--- src/hw/rtl/ttc_pkg.sv ---
`default_nettype none

package ttc_pkg;

    // Width of the internal saturating word counter.
    localparam int COUNT_WIDTH = 32;

    localparam logic [7:0] CH_SPACE   = 8'h20;
    localparam logic [7:0] CH_NEWLINE = 8'h0A;
    localparam logic [7:0] CH_LPAREN  = 8'h28;
    localparam logic [7:0] CH_RPAREN  = 8'h29;
    localparam logic [7:0] CH_DASH    = 8'h2D;
    localparam logic [7:0] CH_ZERO    = 8'h30;

    // Word lengths of the fixed patterns and the cap of the position count.
    localparam logic [3:0] LEN_PHONE  = 4'd14;
    localparam logic [3:0] LEN_COURSE = 4'd6;
    localparam logic [3:0] LEN_DATE   = 4'd10;
    localparam logic [3:0] POS_MAX    = 4'd15;

    typedef enum logic [2:0] {
        KIND_OTHER     = 3'd0,
        KIND_PHONE     = 3'd1,
        KIND_COURSE    = 3'd2,
        KIND_DATE_OK   = 3'd3,
        KIND_DATE_BAD  = 3'd4,
        KIND_NAME_PAIR = 3'd5,
        KIND_END       = 3'd6
    } t_kind;

    typedef struct packed {
        logic [7:0] text_char;
        logic       end_of_text;
    } t_in_beat;

    typedef struct packed {
        logic [2:0]  word_kind;
        logic [31:0] words_so_far;
        logic        is_final;
    } t_out_beat;

    function automatic logic is_digit(input logic [7:0] c);
        return (c >= 8'h30) && (c <= 8'h39);
    endfunction

    function automatic logic is_upper(input logic [7:0] c);
        return (c >= 8'h41) && (c <= 8'h5A);
    endfunction

    function automatic logic is_lower(input logic [7:0] c);
        return (c >= 8'h61) && (c <= 8'h7A);
    endfunction

    // Days in a month of a non-leap year; months outside 1..12 give zero.
    function automatic logic [4:0] month_days(input logic [6:0] month);
        logic [4:0] days;
        case (month)
            7'd1, 7'd3, 7'd5, 7'd7, 7'd8, 7'd10, 7'd12: days = 5'd31;
            7'd4, 7'd6, 7'd9, 7'd11:                    days = 5'd30;
            7'd2:                                        days = 5'd28;
            default:                                     days = 5'd0;
        endcase
        return days;
    endfunction

    // Shift one decimal digit into a 7-bit accumulator, wrapping at 128.
    function automatic logic [6:0] dec_shift(input logic [6:0] acc, input logic [7:0] c);
        logic [10:0] sum;
        sum = {1'b0, acc, 3'b000} + {3'b000, acc, 1'b0} + {3'b000, c - CH_ZERO};
        return sum[6:0];
    endfunction

endpackage

`default_nettype wire

--- src/hw/rtl/ttc_scan.sv ---
`default_nettype none

module ttc_scan (
    input  wire logic              i_clk,
    input  wire logic              i_rst_n,
    input  wire logic              i_advance,
    input  wire ttc_pkg::t_in_beat i_beat,
    output logic                   o_have,
    output ttc_pkg::t_out_beat     o_result
);
    import ttc_pkg::*;

    logic [3:0]             r_pos,    n_pos;
    logic                   r_phone,  n_phone;
    logic                   r_course, n_course;
    logic                   r_date,   n_date;
    logic                   r_name,   n_name;
    logic [6:0]             r_month,  n_month;
    logic [6:0]             r_day,    n_day;
    logic                   r_pend,   n_pend;
    logic [COUNT_WIDTH-1:0] r_count,  n_count;

    logic [7:0]             c;
    logic                   last;
    logic                   delim;
    logic                   dig;
    logic [3:0]             t_pos;
    logic                   t_phone, t_course, t_date, t_name;
    logic [6:0]             t_month, t_day;
    logic                   close;
    logic                   date_ok;
    logic                   hit_phone, hit_course, hit_date;
    t_kind                  kind;
    logic                   pend_after;
    logic [COUNT_WIDTH-1:0] count_after;

    assign c     = i_beat.text_char;
    assign last  = i_beat.end_of_text;
    assign delim = (c == CH_SPACE) || (c == CH_NEWLINE);
    assign dig   = is_digit(c);

    // Fold the byte into the open word's pattern checks.
    always_comb begin
        t_pos    = r_pos;
        t_phone  = r_phone;
        t_course = r_course;
        t_date   = r_date;
        t_name   = r_name;
        t_month  = r_month;
        t_day    = r_day;
        if (!delim) begin
            case (r_pos)
                4'd0:       t_phone = r_phone && (c == CH_LPAREN);
                4'd4:       t_phone = r_phone && (c == CH_RPAREN);
                4'd5, 4'd9: t_phone = r_phone && (c == CH_DASH);
                default:    t_phone = r_phone && dig;
            endcase
            if (r_pos < 4'd2) begin
                t_course = r_course && (is_upper(c) || is_lower(c));
            end else begin
                t_course = r_course && dig;
            end
            if ((r_pos == 4'd2) || (r_pos == 4'd5)) begin
                t_date = r_date && (c == CH_DASH);
            end else begin
                t_date = r_date && dig;
            end
            if (r_pos == 4'd0) begin
                t_name = r_name && is_upper(c);
            end else begin
                t_name = r_name && is_lower(c);
            end
            if (dig && (r_pos < 4'd2)) begin
                t_month = dec_shift(r_month, c);
            end
            if (dig && ((r_pos == 4'd3) || (r_pos == 4'd4))) begin
                t_day = dec_shift(r_day, c);
            end
            if (r_pos != POS_MAX) begin
                t_pos = r_pos + 4'd1;
            end
        end
    end

    // A delimiter closes an open word; end of text closes whatever is open.
    assign close = delim ? (r_pos != 4'd0) : last;

    assign date_ok    = (t_month >= 7'd1) && (t_month <= 7'd12) && (t_day >= 7'd1)
                        && ({2'b00, t_day[4:0]} == t_day)
                        && (t_day[4:0] <= month_days(t_month));
    assign hit_phone  = (t_pos == LEN_PHONE) && t_phone;
    assign hit_course = (t_pos == LEN_COURSE) && t_course;
    assign hit_date   = (t_pos == LEN_DATE) && t_date;

    // Classify the closing word, phone first, then course, date, name; with no word closing, the kind is end.
    always_comb begin
        kind       = KIND_OTHER;
        pend_after = r_pend;
        if (!close) begin
            kind = KIND_END;
        end else if (hit_phone) begin
            kind = KIND_PHONE;
        end else if (hit_course) begin
            kind = KIND_COURSE;
        end else if (hit_date) begin
            kind = date_ok ? KIND_DATE_OK : KIND_DATE_BAD;
        end else if (t_name) begin
            kind       = r_pend ? KIND_NAME_PAIR : KIND_OTHER;
            pend_after = !r_pend;
        end else begin
            pend_after = 1'b0;
        end
    end

    assign count_after = (close && (r_count != '1)) ? r_count + 1'b1 : r_count;

    assign o_have                = close || last;
    assign o_result.word_kind    = kind;
    assign o_result.words_so_far = 32'(count_after);
    assign o_result.is_final     = last;

    // Next state: restart after end of text, clear the word when it closes.
    always_comb begin
        n_pos    = t_pos;
        n_phone  = t_phone;
        n_course = t_course;
        n_date   = t_date;
        n_name   = t_name;
        n_month  = t_month;
        n_day    = t_day;
        n_pend   = r_pend;
        n_count  = r_count;
        if (close || last) begin
            n_pos    = 4'd0;
            n_phone  = 1'b1;
            n_course = 1'b1;
            n_date   = 1'b1;
            n_name   = 1'b1;
            n_month  = 7'd0;
            n_day    = 7'd0;
            n_pend   = last ? 1'b0 : pend_after;
            n_count  = last ? '0 : count_after;
        end
    end

    always_ff @(posedge i_clk) begin
        if (!i_rst_n) begin
            r_pos    <= 4'd0;
            r_phone  <= 1'b1;
            r_course <= 1'b1;
            r_date   <= 1'b1;
            r_name   <= 1'b1;
            r_month  <= 7'd0;
            r_day    <= 7'd0;
            r_pend   <= 1'b0;
            r_count  <= '0;
        end else if (i_advance) begin
            r_pos    <= n_pos;
            r_phone  <= n_phone;
            r_course <= n_course;
            r_date   <= n_date;
            r_name   <= n_name;
            r_month  <= n_month;
            r_day    <= n_day;
            r_pend   <= n_pend;
            r_count  <= n_count;
        end
    end

endmodule

`default_nettype wire

--- src/hw/rtl/text_token_classifier_unit.sv ---
`default_nettype none

// Text token classifier: takes one text byte per beat and, when a word ends
// (space, newline or end of text), gives one result beat with the word's kind
// (phone, course code, valid or invalid date, second word of a name pair,
// other, or end of text without a word), the running word count and a final
// flag. Bytes that only extend a word give no result. The block accepts one
// byte every clock as long as results are taken; an accepted byte waits in
// the input register, and any result it gives is held in the output
// register. The rate is set by the per-word scanner state, which is updated
// once per byte between the input register and the result register.
module text_token_classifier_unit (
    input  wire logic               i_clk,
    input  wire logic               i_rst_n,
    input  wire logic               i_in_valid,
    input  wire ttc_pkg::t_in_beat  i_in_data,
    output logic                    o_in_stall,
    output logic                    o_out_valid,
    output ttc_pkg::t_out_beat      o_out_data,
    input  wire logic               i_out_stall
);
    import ttc_pkg::*;

    logic      r_a_valid, n_a_valid;
    t_in_beat  r_a_beat;
    logic      r_b_valid, n_b_valid;
    t_out_beat r_b_beat;

    logic      b_free;
    logic      a_adv;
    logic      in_take;
    logic      have;
    t_out_beat result;

    // Move the held byte on whenever the result register can take its result.
    assign b_free  = !r_b_valid || !i_out_stall;
    assign a_adv   = r_a_valid && b_free;
    assign in_take = i_in_valid && !o_in_stall;

    assign o_in_stall  = r_a_valid && !b_free;
    assign o_out_valid = r_b_valid;
    assign o_out_data  = r_b_beat;

    ttc_scan u_scan (
        .i_clk     (i_clk),
        .i_rst_n   (i_rst_n),
        .i_advance (a_adv),
        .i_beat    (r_a_beat),
        .o_have    (have),
        .o_result  (result)
    );

    always_comb begin
        n_a_valid = r_a_valid;
        if (in_take) begin
            n_a_valid = 1'b1;
        end else if (a_adv) begin
            n_a_valid = 1'b0;
        end
    end

    always_comb begin
        n_b_valid = r_b_valid;
        if (a_adv) begin
            n_b_valid = have;
        end else if (!i_out_stall) begin
            n_b_valid = 1'b0;
        end
    end

    // Control state.
    always_ff @(posedge i_clk) begin
        if (!i_rst_n) begin
            r_a_valid <= 1'b0;
            r_b_valid <= 1'b0;
        end else begin
            r_a_valid <= n_a_valid;
            r_b_valid <= n_b_valid;
        end
    end

    // Capture the input beat and the result beat.
    always_ff @(posedge i_clk) begin
        if (in_take) begin
            r_a_beat <= i_in_data;
        end
        if (a_adv && have) begin
            r_b_beat <= result;
        end
    end

endmodule

`default_nettype wire

--- config.mk ---
export PLATFORM = sky130hd
export DESIGN_NAME = text_token_classifier_unit
export DESIGN_NICKNAME = d
export VERILOG_FILES = /design/src/hw/rtl/ttc_pkg.sv /design/src/hw/rtl/ttc_scan.sv /design/src/hw/rtl/text_token_classifier_unit.sv
export SDC_FILE = /design/constraint.sdc
export NUM_CORES = 1
export LEC_CHECK = 0
export BUFFER_PORTS_ARGS = -buffer_cell sky130_fd_sc_hd__buf_4
export CAP_MARGIN = 20
export CORE_MARGIN = 8
export CORE_UTILIZATION = 30
export DETAILED_ROUTE_END_ITERATION = 8
export GPL_TIMING_DRIVEN = 0
export PLACE_DENSITY = 0.46
export SETUP_SLACK_MARGIN = 0.5
export SLEW_MARGIN = 20
export SYNTH_ARGS = -nofsm -noshare
export SYNTH_HDL_FRONTEND = slang
export SYNTH_SLANG_ARGS = --single-unit
--- constraint.sdc ---
create_clock -name i_clk -period 3.95 [get_ports i_clk]
set_input_delay 0.5925 -clock i_clk [delete_from_list [all_inputs] [get_ports i_clk]]
set_output_delay 0.5925 -clock i_clk [all_outputs]
set_load 0.03 [all_outputs]
==> out/qor.yml <==
swShare: 0.256
place_congestion: 0.832
r2r-end: "o_out_data[34]$_SDFFCE_PN1P_"
cp.depth: 19
ys_seq_elements: 102
min_to: "r_a_beat[0]$_DFFE_PP_"
synth_seq_area_share: 0.414
finalSetupViolations: 3
vias_per_cell: 5.04
synth_edf_count: 45
cp_slowest_cell: "fa_2"
r2r_cells: 19
syn-num-nets: 700
holdWs_ps: 410
path_clk_slew_ps: 80
crit_fanout: 4
syn_inst: 653
slew_headroom: 0.297
power.internal_mw: 1.70
r2r_start: "r_a_beat[4]$_DFFE_PP_"
p_sw_mw: 0.585
synth_ff_type: "dfxtp_1"
required_ps: 4180
cts_max_level: 3
post-route-drc-count: 0
cp.arrival_ps: 4630
row_count: 51
worst_pin_slew_ps: 1050
drtAntennaViolNets: 0
start_util: 0.307
cp_slowest_stage_delay_ps: 560
hold_viol: 0
syn_to_final_growth_pct: 23.5
yosys.cell_types.count: 69
drive_gt1_frac: 0.208
pwr-share-clk: 0.418
routed_wl_um: 16100
cp.buffers_inverters: 4
dpl.hpwl_um: 11800
numCtsBuffers: 9
power_mw: 2.28
setup_ws_ps: -445
grt_max_degree: 46
ir_drop_v: 0.000204
clock_path_buffers: 2
synth_top_cell_area_share: 0.225
path_cells: "inv_2, fa_2, buf_6, fa_2, nor3b_2, nor3_2, nand3_1, a221o_1, ha_4, nor2b_4, o21ai_2, nand2b_1, a211oi_2, nor2_2, nor4_4, nand2_1, buf_4, buf_6, nand2_2"
crit_type: "reg -> reg"
antenna_found_initial: 0
crit_family: "adder cells"
overflow: 0
status: "finished with violations"
preCtsSetupSlack_ps: -942
drt-initial-drc-count: 235
die_h_um: 158
dieArea_um2: 24800
placement.io_buffers: 49
critPathCaptureType: "flop"
cts_hold_buf: 0
dr.pass1.iters: 5
pwr-share-seq: 0.491
yosysTopAreaCell: "edfxtp_1"
hold_start: "i_in_data[0]"
async_flop_share: 0
grt_pass1_vias: 4998
wl_per_cell_um: 16.0
synth.avg_cell_area_um2: 9.21
place_inst: 967
hold_path_depth: 1
nets: 782
hold_path.class: "in -> reg"
clk_latency_ps: 360
finalCritPeriodShare: 1.11
drv_cap: 0
n_antenna_cell: 0
finalMaxSlewViolations: 0
rsz0062_at_grt: "true"
startpoint_type: "flop"
cts_root_buffer: "clkbuf_16"
fin_worst_skew_ps: 7.11
die_width_um: 158
tritoncts: "built"
r2r_setup_slack_ps: -450
pwr-share-comb: 0.090
ys_warn_count: 0
violations: "negative setup slack"
syn_area_um2: 6010
layout_min_cycle_time_ps: 4400
synth.area.top_cells: "edfxtp_1 (22%), dfxtp_1 (19%), ha_1 (5.4%)"
final_cells: 1005
ioPinCount: 51
p_leak_nw: 2.86
synth_common_cells: "nand2_1 (65), dfxtp_1 (57), inv_1 (47)"
fmax_mhz: 228
synth_most_common_cell: "nand2_1"
powerDensity_nw_per_um2: 308
grt_usage: 0.131
core_area_um2: 19600
num_vias: 5061
grt_pass1_wl_um: 25700
numClockSinks: 102
[worst max path at each step]
stage / from / endpoint
after floorplan: r_a_beat[4]$_DFFE_PP_ / o_out_data[33]$_SDFFCE_PN0P_
after detailed placement: r_a_beat[5]$_DFFE_PP_ / o_out_data[33]$_SDFFCE_PN0P_
after global placement: r_a_beat[5]$_DFFE_PP_ / o_out_data[33]$_SDFFCE_PN0P_
after global routing: r_a_beat[4]$_DFFE_PP_ / o_out_data[34]$_SDFFCE_PN1P_
final: r_a_beat[4]$_DFFE_PP_ / o_out_data[34]$_SDFFCE_PN1P_
after CTS: r_a_beat[4]$_DFFE_PP_ / o_out_data[33]$_SDFFCE_PN0P_
[sequential cells by signal, summed over array words and instances (netlist names)]
register / flops
u_scan.r_month: 7
u_scan.r_date: 1
u_scan.r_pos: 4
u_scan.r_course: 1
u_scan.r_pend: 1
u_scan.r_day: 7
r_a_beat: 9
r_a_valid: 1
u_scan.r_phone: 1
o_out_valid: 1
u_scan.r_name: 1
o_out_data: 36
u_scan.r_count: 32
[cell type report]
| cell class | instances | area (um2) |
|---|---|---|
| fill | 1977 | 12200 |
| multi-input combinational | 474 | 3420 |
| sequential | 102 | 2500 |
| timing repair buffer | 71 | 541 |
| tap | 265 | 332 |
| clock buffer | 9 | 225 |
| inverter | 48 | 180 |
| buffer | 29 | 146 |
| clock inverter | 7 | 83.8 |
[timing repair]
action / in CTS / in global routing
buffers inserted: 13 / 9
pin swaps: 2 / 20
resized for setup: 16 / 32
setup endpoints to repair: 78 / 85
[cells in the final DEF, fill, tap and decap left out, drive strengths merged, types with 4 or more instances in the layout]
cell,count
mux2i,4
a21o,8
a211oi,6
nor4,9
a31oi,8
ha,26
nand4,11
nor2,43
nor3b,4
o211ai,4
nand2b,5
a32o,4
xnor2,27
or3,10
xor2,19
o21ai,42
a21boi,11
nor2b,19
nand2,65
clkbuf,31
dfxtp,57
nand3,21
and3,4
edfxtp,45
a21oi,28
a22oi,14
and2,4
nor3,20
fa,8
inv,53
mux2,5
o22ai,4
buf,78
[metrics by stage]
| stage | cell area, um2 | setup TNS (ps) | util |
|---|---|---|---|
| global route | 7430 | -1680 | 0.379 |
| CTS | 7210 | -617 | 0.368 |
| detailed placement | 6730 | -2430 | 0.344 |
| floorplan | 6030 | 0 | - |
| finish | 7430 | -1180 | 0.379 |
| global placement | 6730 | -2120 | 0.344 |
[power by group through the flow]
stage / registers, mW / clock network (mW) / logic [mW]
global route: 1.12 / 1.03 / 0.226
global placement: 1.15 / 0 / 0.174
finish: 1.12 / 0.956 / 0.206
floorplan: 1.16 / 0 / 0.108
detailed placement: 1.15 / 0 / 0.177
CTS: 1.12 / 0.990 / 0.196
[per-layer routing]
metal / wire length [um] / up-vias / global-route usage
met5: 0 / - / 0
met4: 319 / 0 / 0.0435
met3: 763 / 29 / 0.0327
met2: 7800 / 103 / 0.224
met1: 7200 / 2425 / 0.158
li1: - / 2504 / -
[worst reg2reg max path, stage by stage (launching register included)]
cell and delay (ps):
edfxtp_1 440, inv_2 110, fa_2 460, buf_6 140
fa_2 560, nor3b_2 60, nor3_2 230, nand3_1 130
a221o_1 450, ha_4 270, nor2b_4 120, o21ai_2 110
nand2b_1 90, a211oi_2 260, nor2_2 80, nor4_4 300
nand2_1 150, buf_4 170, buf_6 100, nand2_2 50
[cell families after synthesis]
family / Yosys count / synth area share
DFF: 102 / 0.414
xor gates and xnor gates: 46 / 0.0670
adders and majority gates: 34 / 0.0807
buffers and inverters: 77 / 0.0526
muxes: 9 / 0.0166
and+or+nand+nor: 238 / 0.209
AOI/OAI and AO/OA: 147 / 0.160
Note: power is estimated with default switching activity, not from simulation.
